<file path="config.mk">
export PLATFORM = sky130hd
export DESIGN_NAME = awb_blend
export DESIGN_NICKNAME = d
export VERILOG_FILES = /design/src/design/awb_pkg.sv /design/src/design/awb_blend.sv
export SDC_FILE = /design/constraint.sdc
export NUM_CORES = 2
export LEC_CHECK = 0
export BUFFER_PORTS_ARGS = -buffer_cell sky130_fd_sc_hd__buf_2
export CAP_MARGIN = 40
export CORE_UTILIZATION = 45
export DETAILED_ROUTE_END_ITERATION = 6
export GPL_ROUTABILITY_DRIVEN = 0
export PLACE_DENSITY = 0.62
export SETUP_SLACK_MARGIN = 0.2
export SYNTH_ARGS = -nofsm -noshare
export SYNTH_HDL_FRONTEND = slang
export SYNTH_SLANG_ARGS = --single-unit
export TNS_END_PERCENT = 10
</file>
<file path="constraint.sdc">
create_clock -name clk_i -period 14.8 [get_ports clk_i]
set_input_delay 0.74 -clock clk_i [delete_from_list [all_inputs] [get_ports clk_i]]
set_output_delay 0.74 -clock clk_i [all_outputs]
set_load 0.1 [all_outputs]
</file>
<file path="src/design/awb_pkg.sv">
`timescale 1ns / 1ps
package awb_pkg;

  typedef enum logic [0:0] {
    CMD_WRITE  = 1'b0,
    CMD_SAMPLE = 1'b1
  } cmd_e;

  typedef enum logic [2:0] {
    REG_INV_A = 3'd0,
    REG_INV_B = 3'd1,
    REG_INV_C = 3'd2,
    REG_INV_D = 3'd3,
    REG_INV_E = 3'd4,
    REG_INV_F = 3'd5,
    REG_SRC_W = 3'd6,
    REG_SRC_H = 3'd7
  } reg_e;

  typedef struct packed {
    logic        command;
    logic [7:0]  pos_x;
    logic [7:0]  pos_y;
    logic [23:0] pixel_value;
  } in_item_t;

  typedef struct packed {
    logic [6:0]  out_col;
    logic [6:0]  out_row;
    logic [15:0] red_level;
    logic [15:0] green_level;
    logic [15:0] blue_level;
  } out_item_t;

  localparam logic [31:0] ONE_Q16 = 32'd65536;

  // Image RAM geometry and output window; the beat fields are sized for these.
  localparam int MAX_WIDTH  = 256;
  localparam int MAX_HEIGHT = 256;
  localparam int OUT_SIZE   = 112;

endpackage

</file>
<file path="src/design/awb_blend.sv">
`timescale 1ns / 1ps
// One channel: lerp along x, then along y, round to 8.8.
module awb_blend (
  input  logic        clk_i,
  input  logic [7:0]  a_i,
  input  logic [7:0]  b_i,
  input  logic [7:0]  c_i,
  input  logic [7:0]  d_i,
  input  logic [15:0] dx_i,
  input  logic [15:0] dy_i,
  input  logic        load_i,
  output logic [15:0] level_o
);
  logic [16:0] wx, wy;
  logic [24:0] top_q, bot_q;
  logic [24:0] top_d, bot_d;
  logic [41:0] top_y, bot_y;
  logic [42:0] v;
  logic [42:0] vr;

  assign wx = 17'(awb_pkg::ONE_Q16) - {1'b0, dx_i};
  assign wy = 17'(awb_pkg::ONE_Q16) - {1'b0, dy_i};
  assign top_d = 25'(a_i) * 25'(wx) + 25'(b_i) * 25'(dx_i);
  assign bot_d = 25'(c_i) * 25'(wx) + 25'(d_i) * 25'(dx_i);

  always_ff @(posedge clk_i) begin
    if (load_i) begin
      top_q <= top_d;
      bot_q <= bot_d;
    end
  end

  assign top_y = top_q * wy;
  assign bot_y = bot_q * dy_i;
  assign v  = 43'(top_y) + 43'(bot_y);
  assign vr = v + 43'(1 << 23);
  assign level_o = vr[39:24];
endmodule
</file>
==> impl_results.rst <==
.. list-table::
   :header-rows: 1

   * - Metric
     - Value
   * - Unrepaired setup endpoints after global routing
     - no
   * - Vias per inst
     - 5.07
   * - Post-layout utilization of the core
     - 0.476
   * - Commonest cells after routing, fill and taps aside
     - sky130_fd_sc_hd__inv_1 (1,262), sky130_fd_sc_hd__fa_1 (1,162), sky130_fd_sc_hd__nand2_1 (755), sky130_fd_sc_hd__and2_1 (634), sky130_fd_sc_hd__ha_1 (369)
   * - Ratio of cells with drive above 1 in the final layout
     - 0.0369
   * - DIE HEIGHT
     - 315 um
   * - Clock Pin Slew Worst Setup and Hold Paths
     - 0.08 ns
   * - Half-perimeter wire length after detailed placement
     - 92.8 mm
   * - Area growth from synthesis to layout
     - 4.61%
   * - Area taken by flip-flops and latches
     - 1500 sq um
   * - Endpoints failing hold
     - 0
   * - Critical path launch point type
     - input port
   * - Fill cells
     - 9,317
   * - Post-CTS setup-driven buffer insertion count
     - 0
   * - Vias in the first global route
     - 33.7k
   * - Most frequent standard cell in the layout excluding fill and tap cells
     - sky130_fd_sc_hd__inv_1
   * - Number of I/O port buffers
     - 81
   * - Level count of the clock H-tree
     - 2
   * - Cell with the most instances on the worst path
     - sky130_fd_sc_hd__inv_1
   * - Mean Syn Cell Area
     - 9.20 sq um
   * - Class of the worst hold path
     - in -> reg
   * - Worst-case setup margin in the final layout
     - 3.96 ns
   * - Max Fclk
     - 0.0923 GHz
   * - Total wire length after detailed routing
     - 111 mm
   * - Count of boundary I/O pins
     - 82
   * - Slew margin rel.
     - 0.376
   * - Clock Sink Count
     - 50
   * - Period Utilization, post-route
     - 0.732
   * - Number of instances in the synthesized netlist
     - 4,786
   * - Pin slew with the least headroom to its limit
     - 0.935 ns
   * - Via count
     - 30.4k
   * - Largest net degree at the start of global routing
     - 54
   * - Detailed-route wire length per cell
     - 18.4 um
   * - Cell area after technology mapping
     - 44,100 sq um
   * - Congestion Overflow GR
     - 0
   * - Data required time at the worst endpoint
     - 14.06 ns
   * - Maximum Capacitance Violations
     - 0
   * - Arrival time at the worst endpoint
     - 10.10 ns
   * - Area of the multi-input gates
     - 37,100 sq um
   * - Delay of the slowest critical-path stage
     - 0.54 ns
   * - Initial antenna violation count
     - 3
   * - Site row count
     - 114
   * - Starting DRT DRC Count
     - 1,658
   * - Highest fanout seen on the critical path
     - 53
   * - Flip-flop cell with the highest count after synthesis
     - sky130_fd_sc_hd__edfxtp_1
   * - # hold bufs at CTS
     - 0
   * - CP endpoint kind
     - primary output
   * - Fraction of synthesis flops using an asynchronous set or reset pin
     - 0
   * - Setup_tns
     - 0 ns
   * - Final period demand of the worst path
     - 10.84 ns
   * - Antenna viol nets, final
     - 0
   * - Worst setup slack after placement
     - 3.96 ns
   * - Detailed Routing Iterations Pass 1
     - 7
   * - Hold WS
     - 1.15 ns
   * - TritonCTS Buffers
     - 5
   * - TritonCTS clock tree
     - built
   * - Final max-slew violation count
     - 0
   * - Cell variety after synth
     - 55
   * - Run status
     - finished with violations
   * - Total Die Area
     - 99,100 sq um
   * - Violated checks
     - design-rule violations
   * - WS Path Type
     - in -> out
   * - Clock root buffer
     - sky130_fd_sc_hd__clkbuf_16
   * - Sequential-to-total area share from yosys stat
     - 0.0341
   * - PostCTS Resize Cnt
     - 0
   * - Post-synthesis net count
     - 6,383
   * - Wire length of the first global-routing pass
     - 185 mm
   * - Total track usage
     - 0.238
   * - Final setup fails
     - 0
   * - EDFF count, synth
     - 50
   * - Initial core utilization
     - 0.455
   * - Width of the die
     - 315 um
   * - DRC violations left
     - 18
   * - Warnings, synthesis
     - 0
   * - Count of state elements after synthesis
     - 50
   * - Final #Nets
     - 6,313
   * - Clock Tree Buf Depth
     - 2
   * - Cell with the biggest individual delay on the critical path
     - sky130_fd_sc_hd__fa_1
   * - Placeable core region
     - 96,900 sq um
## cell usage after synthesis (all sizes together), types with 3 or more instances
| cell | instances | area share |
|---|---|---|
| a21o | 16 | 0.0027 |
| a21oi | 50 | 0.0058 |
| a31o | 3 | 0.00060 |
| a31oi | 4 | 0.00057 |
| and2 | 635 | 0.090 |
| and3 | 5 | 0.00071 |
| and4 | 3 | 0.00060 |
| buf | 26 | 0.0024 |
| clkbuf | 194 | 0.017 |
| edfxtp | 50 | 0.034 |
| fa | 1162 | 0.53 |
| ha | 369 | 0.10 |
| inv | 1262 | 0.11 |
| nand2 | 755 | 0.064 |
| nand2b | 5 | 0.00071 |
| nand3 | 10 | 0.0011 |
| nor2 | 39 | 0.0033 |
| nor2b | 5 | 0.00071 |
| nor3 | 18 | 0.0022 |
| nor4 | 6 | 0.0015 |
| o21a | 6 | 0.0010 |
| o21ai | 18 | 0.0020 |
| o21bai | 7 | 0.0012 |
| or3 | 4 | 0.00057 |
| or4 | 5 | 0.00085 |
| xnor2 | 78 | 0.016 |
| xor2 | 22 | 0.0044 |
## state kept, by name (all words and copies together) (netlist names)
name / cells
bot_q: 25
top_q: 25
## logic make-up after synthesis
| family | Yosys count | share of synthesized area |
|---|---|---|
| flip-flops | 50 | 0.0341 |
| buffers and inverters | 1482 | 0.126 |
| AO/OA/AOI/OAI | 123 | 0.0184 |
| XOR/XNOR | 100 | 0.0199 |
| adder cells (fa/ha/maj) | 1531 | 0.633 |
| AND/OR/NAND/NOR | 1500 | 0.168 |
## path summary, 6_finish.rpt
kind / startpoint / to / depth (start not counted) / slack [ns]
max: dy_i[0] / level_o[15] / 37 / 3.96
min: load_i / top_q[10] / 2 / 1.15
## worst max-delay path: cells and delay by family
kind / cells / cell delay (ns)
simple gates: 6 / 0.85
compound gates: 6 / 1.35
buf+inv: 13 / 1.82
xor+xnor: 2 / 0.62
fa+ha+maj: 10 / 4.67
## layer usage
layer	up-vias	share of wire	GRT usage
li1	13400	-	-
met1	16100	0.44	0.331
met2	773	0.48	0.406
met3	77	0.055	0.0268
met4	0	0.016	0.0408
met5	-	0	0
## metrics by stage
step | std cells | area [sq um]
floorplan | 4786 | 44100
global placement | 5971 | 45700
detailed placement | 5984 | 45900
CTS | 5992 | 46000
global route | 5994 | 46100
finish | 5995 | 46100
## layout make-up
class / count / share of cell area
inverter: 1262 / 0.103
clock inverter: 3 / 0.000624
sequential: 50 / 0.0326
clock buffer: 5 / 0.00272
antenna: 2 / 0.000109
timing repair buffer: 143 / 0.0224
multi-input combinational: 3254 / 0.804
tap: 1276 / 0.0346
Power is left out: the tool's default activity adds up to more than one toggle a clock period on the data nets, which glitch-free logic cannot reach.
